## src/design/drpc_pkg.sv

```systemverilog
// Shared types, constants and the helper function of the disc and ring pixel compositor.
`default_nettype none

package drpc_pkg;

    localparam int DEF_MAX_WIDTH  = 4096;
    localparam int DEF_MAX_HEIGHT = 4096;

    localparam int COORD_W  = 12;
    localparam int CENTER_W = 14;
    localparam int RADIUS_W = 12;
    localparam int PIXEL_W  = 32;
    localparam int CFG_W    = 32;
    localparam int CFG_IDX_W = 3;

    // Offset to the centre: pixel column minus centre column, one bit wider than the centre.
    localparam int DELTA_W  = CENTER_W + 1;
    // Largest square of an offset is below 2^28.
    localparam int SQ_W     = 28;
    localparam int DIST_W   = SQ_W + 1;
    localparam int RSQ_W    = 2 * RADIUS_W;

    localparam logic [7:0]  FULL_ALPHA = 8'hff;
    localparam logic [15:0] ROUND_BIAS = 16'd127;

    typedef enum logic [CFG_IDX_W-1:0] {
        REG_CENTER_X     = 3'd0,
        REG_CENTER_Y     = 3'd1,
        REG_OUTER_RADIUS = 3'd2,
        REG_INNER_RADIUS = 3'd3,
        REG_PAINT_COLOR  = 3'd4
    } cfg_reg_t;

    localparam logic [PIXEL_W-1:0] PAINT_COLOR_RESET = 32'hff00_0000;

    // Load enables of the two inner pipeline stages.
    typedef struct packed {
        logic s1;
        logic s2;
    } pipe_en_t;

    // Exact floor(x / 255) for any 16-bit x below 65280, by multiply-free reciprocal.
    function automatic logic [7:0] div255(input logic [15:0] x);
        logic [16:0] t;
        t = {1'b0, x} + {9'd0, x[15:8]} + 17'd1;
        return t[15:8];
    endfunction

endpackage

`default_nettype wire

```

## src/design/disc_ring_pixel_compositor_unit.sv

```systemverilog
// Top level of the disc and ring pixel compositor: configuration, pipeline control, output.
// Usage:
// Pixels arrive on the input channel (in_valid, in_stall) as a column, a row and the current
// frame colour. Each input transaction yields exactly one output transaction (out_valid,
// out_stall) carrying the colour to write back and a flag saying whether the pixel fell
// inside the disc or ring. Pixels outside the frame, or with a zero outer radius, pass
// through unchanged with the flag clear.
// Each pixel passes the stage 1, stage 2 and output registers; throughput is one pixel per
// clock while out_stall is low. The three-stage pipeline (offset, square, sum and compare)
// runs in parallel with the three-stage blend (products, rounded sums, divide by 255).
// Every stage has its own valid bit and loads whenever it is empty or its successor is
// loading, so bubbles are squeezed out while the receiver stalls and the block keeps
// taking transactions until all three stages hold a pixel. A stalled output holds its value.
// Configuration is written via cfg_we, cfg_index and cfg_data, by the user only while no
// pixel is in flight; the block does not enforce this. Radius squares are formed at write
// time. Indexes beyond the list are ignored. Reset empties the pipeline and restores centre
// (0, 0), both radii zero and an opaque black paint colour.
`default_nettype none

module disc_ring_pixel_compositor_unit
    import drpc_pkg::*;
#(
    parameter int MAX_WIDTH  = DEF_MAX_WIDTH,
    parameter int MAX_HEIGHT = DEF_MAX_HEIGHT
)
(
    input  wire logic                 clk,
    input  wire logic                 rst_n,
    input  wire logic                 cfg_we,
    input  wire logic [CFG_IDX_W-1:0] cfg_index,
    input  wire logic [CFG_W-1:0]     cfg_data,
    input  wire logic                 in_valid,
    output logic                      in_stall,
    input  wire logic [COORD_W-1:0]   pixel_x,
    input  wire logic [COORD_W-1:0]   pixel_y,
    input  wire logic [PIXEL_W-1:0]   dest_pixel,
    output logic                      out_valid,
    input  wire logic                 out_stall,
    output logic [PIXEL_W-1:0]        out_pixel,
    output logic                      covered
);

    logic signed [CENTER_W-1:0] center_x_reg, center_y_reg;
    logic [RADIUS_W-1:0]        outer_radius_reg, inner_radius_reg;
    logic [RSQ_W-1:0]           outer_sq_reg, inner_sq_reg;
    logic [PIXEL_W-1:0]         paint_color_reg;
    logic [RSQ_W-1:0]           radius_sq;

    logic       v1_reg, v2_reg, v3_reg;
    logic       ready1, ready2, ready3;
    pipe_en_t   pipe_en;

    logic                hit;
    logic [PIXEL_W-1:0]  blended, dest_s2;
    logic [PIXEL_W-1:0]  out_pixel_reg, out_pixel_next;
    logic                covered_reg;

    // Radius squares are taken from the write data so the compare path holds no multiplier.
    assign radius_sq = {{RADIUS_W{1'b0}}, cfg_data[RADIUS_W-1:0]}
                       * {{RADIUS_W{1'b0}}, cfg_data[RADIUS_W-1:0]};

    always_ff @(posedge clk or negedge rst_n)
    begin
        if (!rst_n)
        begin
            center_x_reg     <= '0;
            center_y_reg     <= '0;
            outer_radius_reg <= '0;
            inner_radius_reg <= '0;
            outer_sq_reg     <= '0;
            inner_sq_reg     <= '0;
            paint_color_reg  <= PAINT_COLOR_RESET;
        end
        else if (cfg_we)
        begin
            unique case (cfg_index)
                REG_CENTER_X:     center_x_reg <= cfg_data[CENTER_W-1:0];
                REG_CENTER_Y:     center_y_reg <= cfg_data[CENTER_W-1:0];
                REG_OUTER_RADIUS:
                begin
                    outer_radius_reg <= cfg_data[RADIUS_W-1:0];
                    outer_sq_reg     <= radius_sq;
                end
                REG_INNER_RADIUS:
                begin
                    inner_radius_reg <= cfg_data[RADIUS_W-1:0];
                    inner_sq_reg     <= radius_sq;
                end
                REG_PAINT_COLOR:  paint_color_reg <= cfg_data;
                default:          ;
            endcase
        end
    end

    // A stage may load when it is empty or when its own content moves on.
    always_comb
    begin
        ready3     = !v3_reg || !out_stall;
        ready2     = !v2_reg || ready3;
        ready1     = !v1_reg || ready2;
        pipe_en.s1 = ready1;
        pipe_en.s2 = ready2;
    end

    assign in_stall = !ready1;

    always_ff @(posedge clk or negedge rst_n)
    begin
        if (!rst_n)
        begin
            v1_reg <= 1'b0;
            v2_reg <= 1'b0;
            v3_reg <= 1'b0;
        end
        else
        begin
            if (ready1)
            begin
                v1_reg <= in_valid;
            end
            if (ready2)
            begin
                v2_reg <= v1_reg;
            end
            if (ready3)
            begin
                v3_reg <= v2_reg;
            end
        end
    end

    drpc_geom #(
        .MAX_WIDTH  (MAX_WIDTH),
        .MAX_HEIGHT (MAX_HEIGHT)
    ) u_geom (
        .clk          (clk),
        .pipe_en      (pipe_en),
        .pixel_x      (pixel_x),
        .pixel_y      (pixel_y),
        .center_x     (center_x_reg),
        .center_y     (center_y_reg),
        .outer_radius (outer_radius_reg),
        .inner_radius (inner_radius_reg),
        .outer_sq     (outer_sq_reg),
        .inner_sq     (inner_sq_reg),
        .hit          (hit)
    );

    drpc_blend u_blend (
        .clk         (clk),
        .pipe_en     (pipe_en),
        .dest_pixel  (dest_pixel),
        .paint_color (paint_color_reg),
        .blended     (blended),
        .dest_s2     (dest_s2)
    );

    // Uncovered pixels return the frame colour untouched.
    assign out_pixel_next = hit ? blended : dest_s2;

    always_ff @(posedge clk)
    begin
        if (ready3)
        begin
            out_pixel_reg <= out_pixel_next;
            covered_reg   <= hit;
        end
    end

    assign out_valid = v3_reg;
    assign out_pixel = out_pixel_reg;
    assign covered   = covered_reg;

endmodule

`default_nettype wire

```

## src/design/drpc_geom.sv

```systemverilog
// Coverage pipeline: centre offsets, their squares and the disc and ring test.
`default_nettype none

module drpc_geom
    import drpc_pkg::*;
#(
    parameter int MAX_WIDTH  = DEF_MAX_WIDTH,
    parameter int MAX_HEIGHT = DEF_MAX_HEIGHT
)
(
    input  wire logic                       clk,
    input  wire pipe_en_t                   pipe_en,
    input  wire logic [COORD_W-1:0]         pixel_x,
    input  wire logic [COORD_W-1:0]         pixel_y,
    input  wire logic signed [CENTER_W-1:0] center_x,
    input  wire logic signed [CENTER_W-1:0] center_y,
    input  wire logic [RADIUS_W-1:0]        outer_radius,
    input  wire logic [RADIUS_W-1:0]        inner_radius,
    input  wire logic [RSQ_W-1:0]           outer_sq,
    input  wire logic [RSQ_W-1:0]           inner_sq,
    output logic                            hit
);

    localparam logic [COORD_W+1:0] WIDTH_LIM  = (COORD_W + 2)'(MAX_WIDTH);
    localparam logic [COORD_W+1:0] HEIGHT_LIM = (COORD_W + 2)'(MAX_HEIGHT);

    logic signed [DELTA_W-1:0]   dx_reg, dx_next;
    logic signed [DELTA_W-1:0]   dy_reg, dy_next;
    logic                        elig1_reg, elig1_next;
    logic [SQ_W-1:0]             dx_sq_reg, dy_sq_reg;
    logic signed [2*DELTA_W-1:0] dx_prod, dy_prod;
    logic                        elig2_reg;
    logic [DIST_W-1:0]           dist_sq;
    logic                        in_outer, in_inner;

    // Stage 1: offsets and the frame and empty-disc checks.
    always_comb
    begin
        dx_next    = $signed({3'b000, pixel_x}) - DELTA_W'(center_x);
        dy_next    = $signed({3'b000, pixel_y}) - DELTA_W'(center_y);
        elig1_next = ({2'b00, pixel_x} < WIDTH_LIM) && ({2'b00, pixel_y} < HEIGHT_LIM)
                     && (outer_radius != '0);
    end

    always_ff @(posedge clk)
    begin
        if (pipe_en.s1)
        begin
            dx_reg    <= dx_next;
            dy_reg    <= dy_next;
            elig1_reg <= elig1_next;
        end
    end

    // Stage 2: one squarer per axis.
    assign dx_prod = (2*DELTA_W)'(dx_reg) * (2*DELTA_W)'(dx_reg);
    assign dy_prod = (2*DELTA_W)'(dy_reg) * (2*DELTA_W)'(dy_reg);

    always_ff @(posedge clk)
    begin
        if (pipe_en.s2)
        begin
            dx_sq_reg <= dx_prod[SQ_W-1:0];
            dy_sq_reg <= dy_prod[SQ_W-1:0];
            elig2_reg <= elig1_reg;
        end
    end

    // Final sum and the two radius compares feed the output register.
    always_comb
    begin
        dist_sq  = {1'b0, dx_sq_reg} + {1'b0, dy_sq_reg};
        in_outer = dist_sq <= DIST_W'(outer_sq);
        in_inner = (inner_radius != '0) && (dist_sq <= DIST_W'(inner_sq));
        hit      = elig2_reg && in_outer && !in_inner;
    end

endmodule

`default_nettype wire

```

## src/design/drpc_blend.sv

```systemverilog
// Blend pipeline: source-over mixing of the paint colour into the frame colour.
`default_nettype none

module drpc_blend
    import drpc_pkg::*;
(
    input  wire logic               clk,
    input  wire pipe_en_t           pipe_en,
    input  wire logic [PIXEL_W-1:0] dest_pixel,
    input  wire logic [PIXEL_W-1:0] paint_color,
    output logic [PIXEL_W-1:0]      blended,
    output logic [PIXEL_W-1:0]      dest_s2
);

    logic [7:0]  alpha, inv_alpha;
    logic [7:0]  src_ch [4];
    logic [15:0] src_prod_reg [4];
    logic [15:0] dst_prod_reg [4];
    logic [15:0] sum_reg [4];
    logic [PIXEL_W-1:0] dest1_reg, dest2_reg;

    assign alpha     = paint_color[31:24];
    assign inv_alpha = FULL_ALPHA - alpha;

    // The alpha channel mixes a full-scale source, which equals a plus the scaled destination.
    always_comb
    begin
        src_ch[0] = paint_color[7:0];
        src_ch[1] = paint_color[15:8];
        src_ch[2] = paint_color[23:16];
        src_ch[3] = FULL_ALPHA;
    end

    // Stage 1: eight 8 by 8 products.
    always_ff @(posedge clk)
    begin
        if (pipe_en.s1)
        begin
            for (int i = 0; i < 4; i++)
            begin
                src_prod_reg[i] <= {8'd0, src_ch[i]} * {8'd0, alpha};
                dst_prod_reg[i] <= {8'd0, dest_pixel[8*i +: 8]} * {8'd0, inv_alpha};
            end
            dest1_reg <= dest_pixel;
        end
    end

    // Stage 2: rounded sums, which never exceed 16 bits.
    always_ff @(posedge clk)
    begin
        if (pipe_en.s2)
        begin
            for (int i = 0; i < 4; i++)
            begin
                sum_reg[i] <= src_prod_reg[i] + dst_prod_reg[i] + ROUND_BIAS;
            end
            dest2_reg <= dest1_reg;
        end
    end

    always_comb
    begin
        for (int i = 0; i < 4; i++)
        begin
            blended[8*i +: 8] = div255(sum_reg[i]);
        end
    end

    assign dest_s2 = dest2_reg;

endmodule

`default_nettype wire

```

## config.mk

```make
export PLATFORM = sky130hd
export DESIGN_NAME = disc_ring_pixel_compositor_unit
export DESIGN_NICKNAME = d
export VERILOG_FILES = /design/src/design/drpc_pkg.sv /design/src/design/disc_ring_pixel_compositor_unit.sv /design/src/design/drpc_geom.sv /design/src/design/drpc_blend.sv
export SDC_FILE = /design/constraint.sdc
export NUM_CORES = 2
export LEC_CHECK = 0
export BUFFER_PORTS_ARGS = -buffer_cell sky130_fd_sc_hd__buf_2
export CAP_MARGIN = 20
export CORE_MARGIN = 2
export CORE_UTILIZATION = 65
export DETAILED_ROUTE_END_ITERATION = 10
export PLACE_DENSITY = 0.82
export SLEW_MARGIN = 15
export SYNTH_ARGS = -nofsm -noshare
export SYNTH_HDL_FRONTEND = slang
export SYNTH_SLANG_ARGS = --single-unit
```

## constraint.sdc

```tcl
create_clock -name clk -period 13.2 [get_ports clk]
set_clock_uncertainty 0.15 [all_clocks]
set_input_delay 1.98 -clock clk [delete_from_list [all_inputs] [get_ports clk]]
set_output_delay 1.98 -clock clk [all_outputs]
set_load 0.1 [all_outputs]
```

## Yosys cells after proc, flatten, opt, wreduce, memory -nomap -nowiden

Memories as Yosys holds them, arrays and structs flattened.
Index checks and enable logic that the tools add are counted.

| word-level totals | value |
|---|---|
| register bits | 320 |
| bits in writable memories | 192 |
| input bits | 96 |
| output and inout bits | 35 |
| word-level logic and storage cells | 85 |
| memories | 3 |

Memories:

| memory | depth | width | rd ports | clocked after Yosys merged registers in | write ports | RTL line | text |
|---|---|---|---|---|---|---|---|
| u_blend.dst_prod_reg | 4 | 16 | 4 | 0 | 4 | drpc_blend.sv:18 | `logic [15:0] dst_prod_reg [4];` |
| u_blend.src_prod_reg | 4 | 16 | 4 | 0 | 4 | drpc_blend.sv:17 | `logic [15:0] src_prod_reg [4];` |
| u_blend.sum_reg | 4 | 16 | 4 | 0 | 4 | drpc_blend.sv:19 | `logic [15:0] sum_reg [4];` |

| operators by class | value |
|---|---|
| add/sub/neg operators | 20 |
| multiply operators | 11 |
| $lt $le $gt $ge | 2 |
| eq/ne operators | 4 |
| mux-type cells | 5 |
| reduce and logical (&&, ||, !) cells | 20 |

Operators by type and width:

| kind | number |
|---|---|
| 8-bit by 8-bit multiplier with 16-bit output | 7 |
| 16-bit by 1-bit adder with 16-bit output, second input constant | 4 |
| 16-bit adder | 4 |
| 16-bit by 7-bit adder with 16-bit output, second input constant | 4 |
| 16-bit by 8-bit adder with 16-bit output | 4 |
| 29-bit by 24-bit less-or-equal comparator with 1-bit output | 2 |
| 15-bit by 15-bit multiplier with 28-bit output | 2 |
| 32-bit 2-to-1 mux | 1 |
| 13-bit by 14-bit subtractor with 15-bit output | 2 |
| 28-bit by 28-bit adder with 29-bit output | 1 |
| 12-bit by 12-bit multiplier with 24-bit output | 1 |
| 12-bit nonzero test | 2 |
| 8-bit by 8-bit multiplier with 16-bit output, first input constant | 1 |
| 2-bit AND reduction | 5 |
| 8-bit subtractor, first input constant | 1 |
| 3-bit by 2-bit equality test with 1-bit output, second input constant | 2 |
| 1-bit zero test | 6 |
| 1-bit 2-to-1 mux | 4 |
| 3-bit by 1-bit equality test with 1-bit output, second input constant | 1 |
| 3-bit equality test, second input constant | 1 |
| 1-bit logical AND | 3 |
| 3-bit zero test | 1 |
| 1-bit logical OR | 3 |

## Longest topological paths before layout

| depth | value |
|---|---|
| depth after elaboration | 6 |
| mapped depth | 25 |
| depth with buffers taken out | 24 |

## Cells and area by module

A second synthesis with hierarchy kept.

| second synthesis, totals | value |
|---|---|
| cells, all modules | 6034 |
| area total of the unflattened synthesis | 60043.8 µm² |

Modules (own cells, without submodules):

| module | instances | cells each | area an instance (µm²) | sequential area each (µm²) |
|---|---|---|---|---|
| drpc_blend | 1 | 2810 | 28696.3 | 7687.4 |
| drpc_geom | 1 | 2249 | 20863.8 | 2582.5 |
| disc_ring_pixel_compositor_unit | 1 | 975 | 10483.8 | 4279.1 |

## Worst setup path before layout

OpenSTA, ideal clock, no wires.

| timing | value |
|---|---|
| path kind | input -> output |
| from | input port out_stall |
| to | output port in_stall |
| data arrival time | 10.756 ns |
| required time | 11.070 ns |
| slack | 0.314 ns |
| cell stages on the path | 2 |
| buffers on the path | 0 |
| cells stage by stage | nand4_1 > inv_1 |

| on the way | value |
|---|---|
| word-level cells in the longest chain between the ends | 5 |

RTL lines:

| element | RTL line | text |
|---|---|---|
| start: declaration | disc_ring_pixel_compositor_unit.sv:38 | `input wire logic out_stall,` |
| 1-bit zero test | disc_ring_pixel_compositor_unit.sv:98 | `ready3 = !v3_reg \|\| !out_stall;` |
| 1-bit logical OR | disc_ring_pixel_compositor_unit.sv:98 |  |
| 1-bit logical OR | disc_ring_pixel_compositor_unit.sv:99 | `ready2 = !v2_reg \|\| ready3;` |
| 1-bit logical OR | disc_ring_pixel_compositor_unit.sv:100 | `ready1 = !v1_reg \|\| ready2;` |
| 1-bit zero test | disc_ring_pixel_compositor_unit.sv:105 | `assign in_stall = !ready1;` |
| end: declaration | disc_ring_pixel_compositor_unit.sv:33 | `output logic in_stall,` |

Every way passes these cells.

## Worst setup path in the final report

| timing | value |
|---|---|
| from | register u_geom.dy_reg[0] |
| to | register u_geom.dy_sq_reg[24] (data pin) |

| on the way | value |
|---|---|
| word-level cells in the longest chain between the ends | 1 |

RTL lines:

| element | RTL line | text |
|---|---|---|
| start: declaration | drpc_geom.sv:28 | `logic signed [DELTA_W-1:0] dy_reg, dy_next;` |
| start signal: assignment | drpc_geom.sv:50 | `dy_reg <= dy_next;` |
| 15-bit by 15-bit multiplier with 28-bit output | drpc_geom.sv:57 | `assign dy_prod = (2*DELTA_W)'(dy_reg) * (2*DELTA_W)'(dy_reg);` |
| named net u_geom.dy_prod[24] | drpc_geom.sv:31 | `logic signed [2*DELTA_W-1:0] dx_prod, dy_prod;` |
| end signal: assignment | drpc_geom.sv:64 | `dy_sq_reg <= dy_prod[SQ_W-1:0];` |
| end: declaration | drpc_geom.sv:30 | `logic [SQ_W-1:0] dx_sq_reg, dy_sq_reg;` |

The timed path passes the listed nets, and every way through them passes these cells.
A chain may end at the register's enable or synchronous reset.

==> flow_metrics.py <==
metrics = {
    "run_status": {
        "outcome": "finished, final reports clean",
    },
    "die": {
        "dieArea_mm2": 0.0923,
        "die_h_um": 304,
        "coreArea_mm2": 0.0888,
        "rows": 109,
        "initial_utilization_pct": 65.8,
        "die_w_um": 304,
        "ios": 131,
    },
    "timing": {
        "worst_pin_slew_ns": 1.07,
        "final_max_slew_viol_count": 0,
        "finalHoldViolCount": 0,
        "period_share_pct": 54.5,
        "fin_tns_setup_ns": 0,
        "rsz0062_at_grt": "no",
        "max_freq_ghz": 0.139,
        "relSlewSlack_pct": 28.4,
        "post-route-min-period_ns": 7.19,
        "setup-violations-final": 0,
    },
    "grt": {
        "first_global_vias": 42729,
        "antenna_found_initial": 5,
        "grt-ovfl-total": 0,
        "grt_use_total_pct": 27.7,
        "grt_max_degree": 78,
        "grt_first_pass_wirelength_um": 207000,
    },
    "clock_network": {
        "htree_levels": 2,
        "tritoncts": "done",
        "cts_resized": 0,
        "clock_sinks": 506,
        "clkLatencyLatePin_ns": 0.69,
        "cts_root_buffer": "clkbuf_16",
        "ctsLongestPathBuffers": 3,
        "ctsHoldBuffers": 0,
        "clkTransAtPathRegs_ns": 0.06,
        "postCtsSetupBuffers": 0,
        "numCtsBuffers": 59,
    },
    "final_layout": {
        "nets": 7417,
        "drive_above_1_share_pct": 6.33,
        "stdcell_area_mm2": 0.0622,
        "area_growth_pct": 6.55,
        "fill_cells": 6549,
        "multi_input_area_mm2": 0.0387,
        "seqCellArea_mm2": 0.0145,
    },
    "route": {
        "wire_per_inst_um": 17.4,
        "drt-pass1-iter-count": 5,
        "wirelength_um": 123000,
        "viasPerCell": 5.58,
        "drtIter0Drc": 1991,
        "drc": 0,
        "ant_nets": 0,
        "vias": 39364,
    },
    "synth": {
        "yosysWarnings": 0,
        "syn_inst": 5752,
        "syn_area_per_cell_um2": 10.2,
        "ys_types": 70,
        "async_reset_ff_share_pct": 25.9,
        "yosys-top-cells-count": "inv_1 (1,267), ha_1 (746), fa_1 (736), nand2_1 (441), edfxtp_1 (375)",
        "yosysMostFrequentCell": "inv_1",
        "mappedNetlistNets": 7330,
        "synth_top_area_share_pct": 25.2,
        "ys_seq_elements": 506,
        "synth_edf_count": 375,
        "synth_top_flop_cell": "edfxtp_1",
        "yosysTopAreaCell": "fa_1",
        "synth_area_mm2": 0.0584,
        "yosys-top-cells-area": "fa_1 (25%), edfxtp_1 (19%), ha_1 (16%), inv_1 (8.1%), dfrtp_1 (5.3%)",
        "ys_seq_area_share_pct": 24.9,
    },
    "min_path": {
        "holdCritPathClass": "flop to flop",
    },
    "critical_path": {
        "cp_slowest_cell": "fa_1",
        "crit_top_cell": "fa_1",
        "cp_slowest_stage_delay_ns": 0.81,
        "path_buf_inv": 5,
        "crit_chain": "nand2_1, inv_1, fa_1, fa_1, inv_1, fa_1, inv_1, fa_1, fa_1, inv_1, fa_1, inv_1, ha_1, nand3_1, nor2_1, nand3_1, or4_1, nand2_1, and2_1, o21ai_0, a2111oi_0",
        "critPathTopFamily": "adder cells",
        "worst_setup_path_end_kind": "flop",
        "arrival_ns": 7.46,
        "cp-start-kind": "flop",
        "critical_path.max_fanout": 17,
        "cp_data_required_time_ns": 13.46,
        "worstSetupPathType": "flop to flop",
    },
    "placement": {
        "hpwl_um": 94800,
        "io_buffers": 130,
        "gp_congestion": 0.903,
        "placedInstanceArea_mm2": 0.0602,
    },
    "run": {
        "cap_viol_max_count": 0,
    },
}
[worst paths after layout]
| kind | slack [ns] | startpoint | depth (start not counted) | endpoint |
|---|---|---|---|---|
| worst min-delay path | 0.27 | u_blend.dest1_reg[15] | 0 | u_blend.dest_s2[15] |
| worst min register to register | 0.27 | u_blend.dest1_reg[15] | 0 | u_blend.dest_s2[15] |
| min in group asynchronous | 1.17 | rst_n | 1 | paint_color_reg[21] |
| max in group asynchronous | 10.34 | rst_n | 2 | inner_sq_reg[5] |
| worst max register to register | 6.01 | u_geom.dy_reg[0] | 21 | u_geom.dy_sq_reg[24] |
| worst max-delay path | 6.01 | u_geom.dy_reg[0] | 21 | u_geom.dy_sq_reg[24] |
[metrics by stage]
step | instances | setup slack (ns) | utilization [%] | hold slack (ns)
6_report | 7055 | 6.01 | 70.1 | 0.265
5_1_grt | 7054 | 5.55 | 70.1 | 0.271
4_1_cts | 7052 | 6.07 | 70.1 | 0.269
3_5_place_dp | 6941 | 5.70 | 67.8 | 0.255
3_3_place_gp | 6941 | 5.83 | 67.8 | 0.250
2_1_floorplan | 5752 | 0.314 | - | 0.250
[placed cells by master, fill, tap and decap left out, types with 50 or more instances in the layout]
cell type and count:
edfxtp_1 375, dfrtp_1 123, inv_1 1267, a21oi_1 150
xor2_1 71, o21ai_0 163, a21o_1 58, nor2b_1 178
nand3_1 63, and2_1 254, buf_2 129, nor2_1 194
xnor2_1 239, nand2_1 440, ha_1 746, nand2b_1 91
mux2_2 60, clkbuf_16 61, fa_1 736, nor3_1 50
[routing by layer]
layer,global-route usage (%),vias to the layer above,part of all wire [%]
li1,-,18437,-
met1,32.9,19770,39
met2,50.0,873,52
met3,3.64,276,4.3
met4,12.7,8,5.1
met5,0,-,0.042
[layout make-up]
cell class | instances | area share (%)
multi-input combinational | 3853 | 62.1
sequential | 506 | 23.4
inverter | 1267 | 7.64
clock buffer | 72 | 2.55
clock inverter | 39 | 0.617
timing repair buffer | 152 | 1.36
tap | 1165 | 2.34
antenna | 1 | 0.00402
[worst reg2reg max path: cells and delay by family (launching register included)]
| kind | cells | cell delay, ns |
|---|---|---|
| buf+inv | 5 | 0.53 |
| compound gates | 2 | 0.51 |
| flops | 1 | 0.75 |
| fa+ha+maj | 7 | 3.65 |
| simple gates | 7 | 1.36 |
[kinds of logic (layout without fill, tap and decap cells)]
family	after synthesis	in the layout	share of synthesized area, %
flops	506	506	24.9
other cells	0	1	0
mux	95	95	2.01
compound gates	569	569	6.12
fa+ha+maj	1482	1482	41.2
buf+inv	1393	1530	8.99
simple gates	1395	1395	12.1
xor+xnor	312	312	4.72
Power is left out: the tool's default activity adds up to more than one toggle a clock period on the data nets, which glitch-free logic cannot reach.
